`src/sv/sepf_pkg.sv`:
```
// Shared types and constants for the skeleton end-point finder.
// Used by every module of the block except sepf_ram; no dependencies.
package sepf_pkg;

	// Field widths
	localparam int COUNT_W = 11;
	localparam int CFG_W   = 12;
	localparam int COORD_W = 13;

	// Default line store depth
	localparam int unsigned MAX_WIDTH_DEF = 1024;

	// Event queue between front and back
	localparam int QDEPTH  = 4;
	localparam int QCNT_W  = $clog2(QDEPTH) + 1;

	// Register reset values
	localparam logic [COUNT_W-1:0] WIDTH_RST    = 11'd640;
	localparam logic [COUNT_W-1:0] HEIGHT_RST   = 11'd330;
	localparam logic [CFG_W-1:0]   OFFSET_X_RST = 12'd1290;
	localparam logic [CFG_W-1:0]   OFFSET_Y_RST = 12'd70;

	// Window sum of an end point: the pixel and its single neighbor
	localparam logic [3:0] END_SUM = 4'd2;

	// Configuration register indexes
	typedef enum logic [1:0] {
		REG_FRAME_WIDTH  = 2'd0,
		REG_FRAME_HEIGHT = 2'd1,
		REG_OFFSET_X     = 2'd2,
		REG_OFFSET_Y     = 2'd3
	} cfg_reg_t;

	typedef struct packed {
		logic [COUNT_W-1:0] frame_width;
		logic [COUNT_W-1:0] frame_height;
		logic [CFG_W-1:0]   offset_x;
		logic [CFG_W-1:0]   offset_y;
	} cfg_t;

	// One queued event: an end point, a frame end, or both
	typedef struct packed {
		logic [COORD_W-1:0] x;
		logic [COORD_W-1:0] y;
		logic               pt;
		logic               mk;
	} rec_t;

endpackage

```
`src/sv/sepf_ram.sv`:
```
// Generic single-write, single-read RAM with registered read data.
// No dependencies.
module sepf_ram #(
	parameter int WIDTH = 2,
	parameter int DEPTH = 1024
) (
	input  logic                     clk,
	input  logic                     we,
	input  logic [$clog2(DEPTH)-1:0] waddr,
	input  logic [WIDTH-1:0]         wdata,
	input  logic                     re,
	input  logic [$clog2(DEPTH)-1:0] raddr,
	output logic [WIDTH-1:0]         rdata
);

	logic [WIDTH-1:0] mem_q [DEPTH];

	// Write port
	always_ff @(posedge clk) begin
		if (we) begin
			mem_q[waddr] <= wdata;
		end
	end

	// Registered read port
	always_ff @(posedge clk) begin
		if (re) begin
			rdata <= mem_q[raddr];
		end
	end

endmodule

```
`src/sv/sepf_front.sv`:
```
// Front part: pixel intake, raster counters, line store, 3x3 window and classification.
// Depends on sepf_pkg and sepf_ram.
module sepf_front #(
	parameter int unsigned MAX_WIDTH = sepf_pkg::MAX_WIDTH_DEF
) (
	input  logic                        clk,
	input  logic                        arst_n,
	input  sepf_pkg::cfg_t              cfg,
	input  logic                        in_valid,
	output logic                        in_stall,
	input  logic                        pixel_on,
	input  logic [sepf_pkg::QCNT_W-1:0] q_count,
	output logic                        push,
	output sepf_pkg::rec_t              push_rec
);
	import sepf_pkg::*;

	localparam int AW = $clog2(MAX_WIDTH);

	function automatic logic [3:0] popcount9(input logic [8:0] v);
		logic [3:0] n;
		n = '0;
		for (int i = 0; i < 9; i++) begin
			n = n + 4'(v[i]);
		end
		return n;
	endfunction

	logic               clr_busy_q;
	logic [AW-1:0]      clr_addr_q;
	logic [COUNT_W-1:0] col_q;
	logic [COUNT_W-1:0] row_q;
	logic               accept;
	logic               pad_col;
	logic               pad_row;

	logic               vld_s1;
	logic [COUNT_W-1:0] col_s1;
	logic [COUNT_W-1:0] row_s1;
	logic               pix_s1;
	logic               pad_col_s1;
	logic               pad_row_s1;

	logic [1:0]         rd_data;
	logic               mid;
	logic               top;
	logic [2:0]         col_bits;
	logic [8:0]         win_q;
	logic [8:0]         win_next;
	logic               pt;
	logic               mk;
	logic               ram_we;
	logic [AW-1:0]      ram_waddr;
	logic [1:0]         ram_wdata;

	// Classify the arriving position against the frame size
	assign pad_col = (col_q >= cfg.frame_width) || (32'(col_q) >= MAX_WIDTH);
	assign pad_row = row_q >= cfg.frame_height;

	// Hold intake during the clear sweep and when the queue cannot take one more event
	assign in_stall = clr_busy_q || ((QCNT_W + 1)'(q_count) + (QCNT_W + 1)'(vld_s1)
		>= (QCNT_W + 1)'(QDEPTH));
	assign accept = in_valid && !in_stall;

	// Clear sweep over the line store after reset
	always_ff @(posedge clk or negedge arst_n) begin
		if (!arst_n) begin
			clr_busy_q <= 1'b1;
			clr_addr_q <= '0;
		end else if (clr_busy_q) begin
			if (clr_addr_q == AW'(MAX_WIDTH - 1)) begin
				clr_busy_q <= 1'b0;
			end
			clr_addr_q <= clr_addr_q + 1'b1;
		end
	end

	// Advance the raster counters on every transfer
	always_ff @(posedge clk or negedge arst_n) begin
		if (!arst_n) begin
			col_q  <= '0;
			row_q  <= '0;
			vld_s1 <= 1'b0;
		end else begin
			vld_s1 <= accept;
			if (accept) begin
				if (pad_col) begin
					col_q <= '0;
					row_q <= pad_row ? '0 : row_q + 1'b1;
				end else begin
					col_q <= col_q + 1'b1;
				end
			end
		end
	end

	// Stage 1 payload
	always_ff @(posedge clk) begin
		if (accept) begin
			col_s1     <= col_q;
			row_s1     <= row_q;
			pix_s1     <= pixel_on && !pad_col && !pad_row;
			pad_col_s1 <= pad_col;
			pad_row_s1 <= pad_row;
		end
	end

	// Two rows of history per column: bit 0 one row up, bit 1 two rows up
	sepf_ram #(
		.WIDTH(2),
		.DEPTH(MAX_WIDTH)
	) u_line (
		.clk  (clk),
		.we   (ram_we),
		.waddr(ram_waddr),
		.wdata(ram_wdata),
		.re   (accept),
		.raddr(AW'(col_q)),
		.rdata(rd_data)
	);

	// Build the new window column; mask history on the first two rows
	assign mid      = (row_s1 != '0) && rd_data[0];
	assign top      = (row_s1 > COUNT_W'(1)) && rd_data[1];
	assign col_bits = pad_col_s1 ? 3'b000 : {pix_s1, mid, top};
	assign win_next = (col_s1 == '0) ? {col_bits, 6'b0} : {col_bits, win_q[8:3]};

	// Write back the shifted history, or zero during the clear sweep
	assign ram_we    = clr_busy_q || (vld_s1 && !pad_col_s1);
	assign ram_waddr = clr_busy_q ? clr_addr_q : AW'(col_s1);
	assign ram_wdata = clr_busy_q ? 2'b00 : {mid, pix_s1};

	always_ff @(posedge clk) begin
		if (vld_s1) begin
			win_q <= win_next;
		end
	end

	// End point: set center with exactly one set neighbor
	assign pt = vld_s1 && (col_s1 != '0) && (row_s1 != '0) && win_next[4]
		&& (popcount9(win_next) == END_SUM);
	assign mk = vld_s1 && pad_col_s1 && pad_row_s1;

	assign push       = pt || mk;
	assign push_rec.x = pt ? COORD_W'(col_s1) + COORD_W'(cfg.offset_x) - COORD_W'(1) : '0;
	assign push_rec.y = pt ? COORD_W'(row_s1) + COORD_W'(cfg.offset_y) - COORD_W'(1) : '0;
	assign push_rec.pt = pt;
	assign push_rec.mk = mk;

	// Nothing leaves the window while the line store is still being cleared
	assert property (@(posedge clk) disable iff (!arst_n) push |-> !clr_busy_q)
		else $error("event pushed during line store clear");

	// Stage 1 only ever holds a pixel taken on the previous edge
	assert property (@(posedge clk) disable iff (!arst_n) vld_s1 |-> $past(accept))
		else $error("stage 1 valid without a transfer");

endmodule

```
`src/sv/sepf_queue.sv`:
```
// Short event queue between the front and back parts.
// Depends on sepf_pkg.
module sepf_queue (
	input  logic                        clk,
	input  logic                        arst_n,
	input  logic                        push,
	input  sepf_pkg::rec_t              push_rec,
	input  logic                        pop,
	output sepf_pkg::rec_t              head,
	output logic                        q_valid,
	output logic [sepf_pkg::QCNT_W-1:0] count
);
	import sepf_pkg::*;

	localparam int PW = $clog2(QDEPTH);

	rec_t          mem_q [QDEPTH];
	logic [PW-1:0] wr_ptr_q;
	logic [PW-1:0] rd_ptr_q;
	logic [QCNT_W-1:0] count_q;

	// Store entries
	always_ff @(posedge clk) begin
		if (push) begin
			mem_q[wr_ptr_q] <= push_rec;
		end
	end

	// Advance pointers and fill count
	always_ff @(posedge clk or negedge arst_n) begin
		if (!arst_n) begin
			wr_ptr_q <= '0;
			rd_ptr_q <= '0;
			count_q  <= '0;
		end else begin
			if (push) begin
				wr_ptr_q <= wr_ptr_q + 1'b1;
			end
			if (pop) begin
				rd_ptr_q <= rd_ptr_q + 1'b1;
			end
			if (push && !pop) begin
				count_q <= count_q + 1'b1;
			end else if (pop && !push) begin
				count_q <= count_q - 1'b1;
			end
		end
	end

	assign head    = mem_q[rd_ptr_q];
	assign q_valid = count_q != '0;
	assign count   = count_q;

	// The front reserves room for every pixel in flight
	assert property (@(posedge clk) disable iff (!arst_n)
		!(push && !pop && (count_q == QCNT_W'(QDEPTH))))
		else $error("push into a full event queue");

	assert property (@(posedge clk) disable iff (!arst_n) pop |-> (count_q != '0))
		else $error("pop from an empty event queue");

endmodule

```
`src/sv/sepf_back.sv`:
```
// Back part: turns queued events into result transfers, end point before frame end.
// Depends on sepf_pkg.
module sepf_back (
	input  logic                         clk,
	input  logic                         arst_n,
	input  sepf_pkg::rec_t               head,
	input  logic                         q_valid,
	output logic                         pop,
	output logic                         out_valid,
	input  logic                         out_stall,
	output logic [sepf_pkg::COORD_W-1:0] end_x,
	output logic [sepf_pkg::COORD_W-1:0] end_y,
	output logic                         point_found,
	output logic                         frame_last
);
	import sepf_pkg::*;

	logic phase_q;
	logic emit_marker;
	logic xfer;

	// After the end point of a combined event, the frame end marker follows
	assign emit_marker = phase_q || !head.pt;
	assign out_valid   = q_valid;
	assign xfer        = out_valid && !out_stall;
	assign pop         = xfer && (emit_marker || !head.mk);

	assign end_x       = emit_marker ? '0 : head.x;
	assign end_y       = emit_marker ? '0 : head.y;
	assign point_found = !emit_marker;
	assign frame_last  = emit_marker;

	always_ff @(posedge clk or negedge arst_n) begin
		if (!arst_n) begin
			phase_q <= 1'b0;
		end else if (xfer) begin
			phase_q <= !emit_marker && head.mk;
		end
	end

	// The second half only exists for an event that carries both results
	assert property (@(posedge clk) disable iff (!arst_n)
		phase_q |-> (q_valid && head.pt && head.mk))
		else $error("marker phase without a combined event");

endmodule

```
`src/sv/skeleton_end_point_finder_unit.sv`:
```
// Top level of the skeleton end-point finder: configuration registers and part wiring.
// Depends on sepf_pkg, sepf_front, sepf_queue, sepf_back.

// Takes one binary pixel per clock while in_stall is low, in raster order, each row
// followed by one padding pixel and the frame followed by one padding row, so a frame is
// (frame_width+1)*(frame_height+1) transfers. Sustained rate is one pixel per cycle while
// in_stall is low; an end point (a set pixel with exactly one set neighbor in its 3x3
// window) is judged when the pixel one row down and one column right arrives, and with
// an empty event queue its result passes the stage 1 register and the event queue before
// it is presented on the output. Each frame closes with a bare marker result (frame_last
// set), after any end point found on the final pixel. After reset the line store memory
// is swept to zero, during which in_stall stays high. Configuration registers are read
// live, so write them only while no pixel is in flight. A short event queue sits between
// the window logic and the output, so the input keeps flowing while results wait on
// out_stall until the queued events plus the pixel in the window stage reach four.
module skeleton_end_point_finder_unit #(
	parameter int unsigned MAX_WIDTH = sepf_pkg::MAX_WIDTH_DEF
) (
	input  logic                         clk,
	input  logic                         arst_n,
	input  logic                         cfg_we,
	input  logic [1:0]                   cfg_index,
	input  logic [sepf_pkg::CFG_W-1:0]   cfg_wdata,
	input  logic                         in_valid,
	output logic                         in_stall,
	input  logic                         pixel_on,
	output logic                         out_valid,
	input  logic                         out_stall,
	output logic [sepf_pkg::COORD_W-1:0] end_x,
	output logic [sepf_pkg::COORD_W-1:0] end_y,
	output logic                         point_found,
	output logic                         frame_last
);
	import sepf_pkg::*;

	cfg_t              cfg_q;
	logic              push;
	rec_t              push_rec;
	logic              pop;
	rec_t              head;
	logic              q_valid;
	logic [QCNT_W-1:0] q_count;

	// Configuration registers
	always_ff @(posedge clk or negedge arst_n) begin
		if (!arst_n) begin
			cfg_q.frame_width  <= WIDTH_RST;
			cfg_q.frame_height <= HEIGHT_RST;
			cfg_q.offset_x     <= OFFSET_X_RST;
			cfg_q.offset_y     <= OFFSET_Y_RST;
		end else if (cfg_we) begin
			unique case (cfg_reg_t'(cfg_index))
				REG_FRAME_WIDTH:  cfg_q.frame_width  <= cfg_wdata[COUNT_W-1:0];
				REG_FRAME_HEIGHT: cfg_q.frame_height <= cfg_wdata[COUNT_W-1:0];
				REG_OFFSET_X:     cfg_q.offset_x     <= cfg_wdata;
				REG_OFFSET_Y:     cfg_q.offset_y     <= cfg_wdata;
				default:          ;
			endcase
		end
	end

	sepf_front #(
		.MAX_WIDTH(MAX_WIDTH)
	) u_front (
		.clk     (clk),
		.arst_n  (arst_n),
		.cfg     (cfg_q),
		.in_valid(in_valid),
		.in_stall(in_stall),
		.pixel_on(pixel_on),
		.q_count (q_count),
		.push    (push),
		.push_rec(push_rec)
	);

	sepf_queue u_queue (
		.clk     (clk),
		.arst_n  (arst_n),
		.push    (push),
		.push_rec(push_rec),
		.pop     (pop),
		.head    (head),
		.q_valid (q_valid),
		.count   (q_count)
	);

	sepf_back u_back (
		.clk        (clk),
		.arst_n     (arst_n),
		.head       (head),
		.q_valid    (q_valid),
		.pop        (pop),
		.out_valid  (out_valid),
		.out_stall  (out_stall),
		.end_x      (end_x),
		.end_y      (end_y),
		.point_found(point_found),
		.frame_last (frame_last)
	);

endmodule
```
`config.mk`:
```
export PLATFORM = sky130hd
export DESIGN_NAME = skeleton_end_point_finder_unit
export DESIGN_NICKNAME = d
export VERILOG_FILES = /design/src/sv/sepf_pkg.sv /design/src/sv/sepf_ram.sv /design/src/sv/sepf_front.sv /design/src/sv/sepf_queue.sv /design/src/sv/sepf_back.sv /design/src/sv/skeleton_end_point_finder_unit.sv
export SDC_FILE = /design/constraint.sdc
export NUM_CORES = 2
export LEC_CHECK = 0
export BUFFER_PORTS_ARGS = -buffer_cell sky130_fd_sc_hd__buf_2
export CAP_MARGIN = 10
export CORE_AREA = 2 2 411 413
export CTS_BUF_LIST = sky130_fd_sc_hd__clkbuf_16
export CTS_CLUSTER_SIZE = 25
export DETAILED_ROUTE_END_ITERATION = 8
export DIE_AREA = 0 0 413 415
export PLACE_DENSITY_LB_ADDON = 0.12
export SKIP_LAST_GASP = 1
export SYNTH_ARGS = -nofsm -noshare
export SYNTH_HDL_FRONTEND = slang
export SYNTH_SLANG_ARGS = --single-unit
```
`constraint.sdc`:
```
create_clock -name clk -period 29.7 [get_ports clk]
set_input_delay 8.91 -clock clk [delete_from_list [all_inputs] [get_ports clk]]
set_output_delay 8.91 -clock clk [all_outputs]
set_load 0.02 [all_outputs]
```
==> results.json <==
{
  "status": "completed",
  "floorplan.die_area_um2": 171000,
  "synth.top_cells.by_area": "sky130_fd_sc_hd__edfxtp_1, sky130_fd_sc_hd__mux4_2, sky130_fd_sc_hd__nor2_1, sky130_fd_sc_hd__dfrtp_1, sky130_fd_sc_hd__mux2i_1",
  "finish.cell_count_without_fillers": 7970,
  "timing.critical_path.slowest_cell_delay_ps": 1020,
  "min_period_ps": 12470,
  "final_hold_viol_count": 0,
  "final_layout_size_suffix_gt1_share_pct": 19.4,
  "cts_tree": "done",
  "layout.cell_area.non_filler_um2": 104000,
  "globalRoute.totalOverflow": 0,
  "clk_pin_slew_worst_paths_ps": 60,
  "grt_max_degree": 246,
  "cts.sink_count": 2281,
  "maxSlewHeadroom_pct": 16.2,
  "final-max-slew-violation-count": 0,
  "syn_inst": 5591,
  "largest_fanout_of_any_net_on_the_critical_path": 30,
  "power-per-cell-area_nw_per_um2": 89.4,
  "detail_route.iter0.violations": 7529,
  "clock_path_buffers": 3,
  "wl_mm": 256,
  "report.power.total_mw": 9.33,
  "tritoncts_buffers": 224,
  "hold_removal_path_class": "register to register",
  "core_area_um2": 167000,
  "ff_latch_count_synth": 2281,
  "worst_ep_required_time_ps": 20790,
  "antennaDiodeCount": 0,
  "worst-slew-pin-transition_ps": 1250,
  "grt_usage_pct": 30.0,
  "cts_setup_buffers": 0,
  "grt_antenna_before_repair": 16,
  "chipHeight_um": 415,
  "clock-skew-final_ps": 35.7,
  "timing.critical_path.slowest_stage_cell": "sky130_fd_sc_hd__dfrtp_2",
  "synth_top_flop_cell": "sky130_fd_sc_hd__edfxtp_1",
  "synth_sequential_area_ratio_pct": 71.9,
  "postSynthAreaPerCell_um2": 16.9,
  "clock_latency_ps": 860,
  "portBuffers": 49,
  "routabilityCongestion": 0.815,
  "post-route-period-util_pct": 42.0,
  "cts_hold_buf": 0,
  "floorplan.io_pins": 50,
  "fmax_mhz": 80.2,
  "synth_top_area_share_pct": 69.5,
  "grt_pass1_wl_mm": 364,
  "worst_setup_path_start_kind": "register",
  "final-setup-viol-count": 0,
  "ir_drop_uv": 87.3,
  "synth_async_sr_flop_share_pct": 3.86,
  "post_synthesis_to_final_layout_area_growth_pct": 10.2,
  "syn_nets": 5700,
  "crit_chain": "mux4_2, nand2b_1, nor2b_1, buf_2",
  "antenna_violating_nets_post_route": 0,
  "path_delay_family": "flip-flops",
  "worst-path-buf-inv": 1,
  "maxCapViolCount": 0,
  "dp_cells": 7552,
  "postLayoutSetupSlackWorst_ps": 17230,
  "initial_core_util_pct": 56.8,
  "cellLeakagePower_nw": 32.7,
  "cp_data_arrival_time_ps": 3560,
  "post_cts_resize_count": 0,
  "die_x_um": 413,
  "via_count_of_the_first_global_routing_pass": 51500,
  "dp.final_hpwl_mm": 140,
  "synth_area_um2": 94700,
  "rsz0062_at_grt": "no",
  "yosysTopAreaCell": "sky130_fd_sc_hd__edfxtp_1",
  "design.final.nets": 5688,
  "routedWlPerCell_um": 32.1,
  "post_dp_cell_area_um2": 97100,
  "unique_masters_post_synth": 71,
  "timing.setup.critical_path_class": "register to output pin",
  "num-fill-cells": 12000,
  "clock_tree.htree_level_count": 4,
  "drtPass1Iterations": 6,
  "dp_slack_ps": 17950,
  "post_drt_via_cell_ratio": 6.58,
  "synth.yosys.warnings": 0,
  "fin_setup_tns_ps": 0,
  "rows": 150,
  "clk_root_buffer_cell": "sky130_fd_sc_hd__clkbuf_16",
  "synth-edff-count": 2193,
  "post-route-drc-count": 0,
  "vias": 52500,
  "endpoint_kind": "output pin"
}
cells in the mapped netlist, types with 51 or more instances:
| cell | count |
|---|---|
| sky130_fd_sc_hd__a21oi_1 | 78 |
| sky130_fd_sc_hd__a22oi_1 | 63 |
| sky130_fd_sc_hd__clkbuf_1 | 285 |
| sky130_fd_sc_hd__dfrtp_1 | 74 |
| sky130_fd_sc_hd__edfxtp_1 | 2193 |
| sky130_fd_sc_hd__ha_1 | 81 |
| sky130_fd_sc_hd__inv_1 | 137 |
| sky130_fd_sc_hd__mux2i_1 | 114 |
| sky130_fd_sc_hd__mux4_2 | 514 |
| sky130_fd_sc_hd__nand2_1 | 156 |
| sky130_fd_sc_hd__nand3_1 | 51 |
| sky130_fd_sc_hd__nor2_1 | 1099 |
| sky130_fd_sc_hd__o21ai_0 | 64 |
cell type report:
class	instances	area [um^2]	share of cell area, %
clock buffer	227	5680	5.44
clock inverter	186	1450	1.39
inverter	140	531	0.508
multi-input combinational	2751	24500	23.4
sequential	2281	68100	65.2
tap	2204	2760	2.64
timing repair buffer	181	1410	1.35
routing by layer:
metal / wire, um / part of all wire (%) / global-route usage, %
met2: 119000 / 46 / 45.8
met1: 99200 / 39 / 43.0
met4: 9250 / 3.6 / 9.92
met5: 156 / 0.061 / 0
met3: 28600 / 11 / 7.10
worst paths after layout:
kind,start,to,slack (ps),cells after the start
setup / recovery,u_queue.rd_ptr_q[0]$_DFFE_PN0P_,end_x[11],17230,4
hold / removal,u_back.phase_q$_DFFE_PN0P_,u_back.phase_q$_DFFE_PN0P_,480,1
setup reg to reg,u_front.col_s1[1]$_DFFE_PP_,u_queue.count[2]$_DFFE_PN0P_,23120,22
hold reg to reg,u_back.phase_q$_DFFE_PN0P_,u_back.phase_q$_DFFE_PN0P_,480,1
max in group asynchronous,arst_n,u_front.col_q[1]$_DFFE_PN0P_,20470,2
min in group asynchronous,arst_n,cfg_q[12]$_DFFE_PN0P_,8050,1
layout by cell type, fill, tap and decap left out, drive strengths merged, types with 63 or more instances in the layout:
cell,count
ha,81
mux2i,114
a22oi,63
dfrtp,74
buf,181
clkbuf,227
mux4,514
o21ai,69
inv,205
nor2,1099
nand2,156
edfxtp,2193
clkinv,98
a21oi,78
power by group:
group | internal [mW] | total, mW | switching (mW)
Clock | 1.57 | 2.76 | 1.19
Combinational | 0.978 | 2.60 | 1.62
Sequential | 3.89 | 3.97 | 0.0856
Total | 6.43 | 9.33 | 2.90
registers in the layout (all words and copies together) (netlist names), 2 cells and up:
register,flops
u_front.col_s1,11
u_queue.rd_ptr_q,2
u_queue.count,3
u_front.win_q,6
cfg_q,46
u_front.u_line.mem_q,2048
u_front.clr_addr_q,10
u_queue.wr_ptr_q,2
u_front.row_q,11
u_front.row_s1,11
u_queue.mem_q,112
u_front.col_q,11
u_front.u_line.rdata,2
metrics by stage:
step | hold slack [ps] | util (%)
4_1_cts | 486 | 62.6
2_1_floorplan | 449 | -
5_1_grt | 499 | 62.6
3_5_place_dp | 473 | 58.3
6_report | 480 | 62.6
3_3_place_gp | 465 | 58.3
kinds of logic (layout without fill, tap and decap cells):
| logic type | Yosys count | count (layout) | share of synthesized area [%] |
|---|---|---|---|
| buffers and inverters | 559 | 734 | 2.71 |
| DFF | 2281 | 2281 | 71.9 |
| adders and majority gates | 89 | 89 | 1.24 |
| xor gates and xnor gates | 41 | 41 | 0.379 |
| muxes | 670 | 670 | 13.9 |
| and+or+nand+nor | 1490 | 1490 | 6.44 |
| AOI/OAI and AO/OA | 461 | 461 | 3.42 |
No activity file was read; power rests on OpenSTA's default activity.
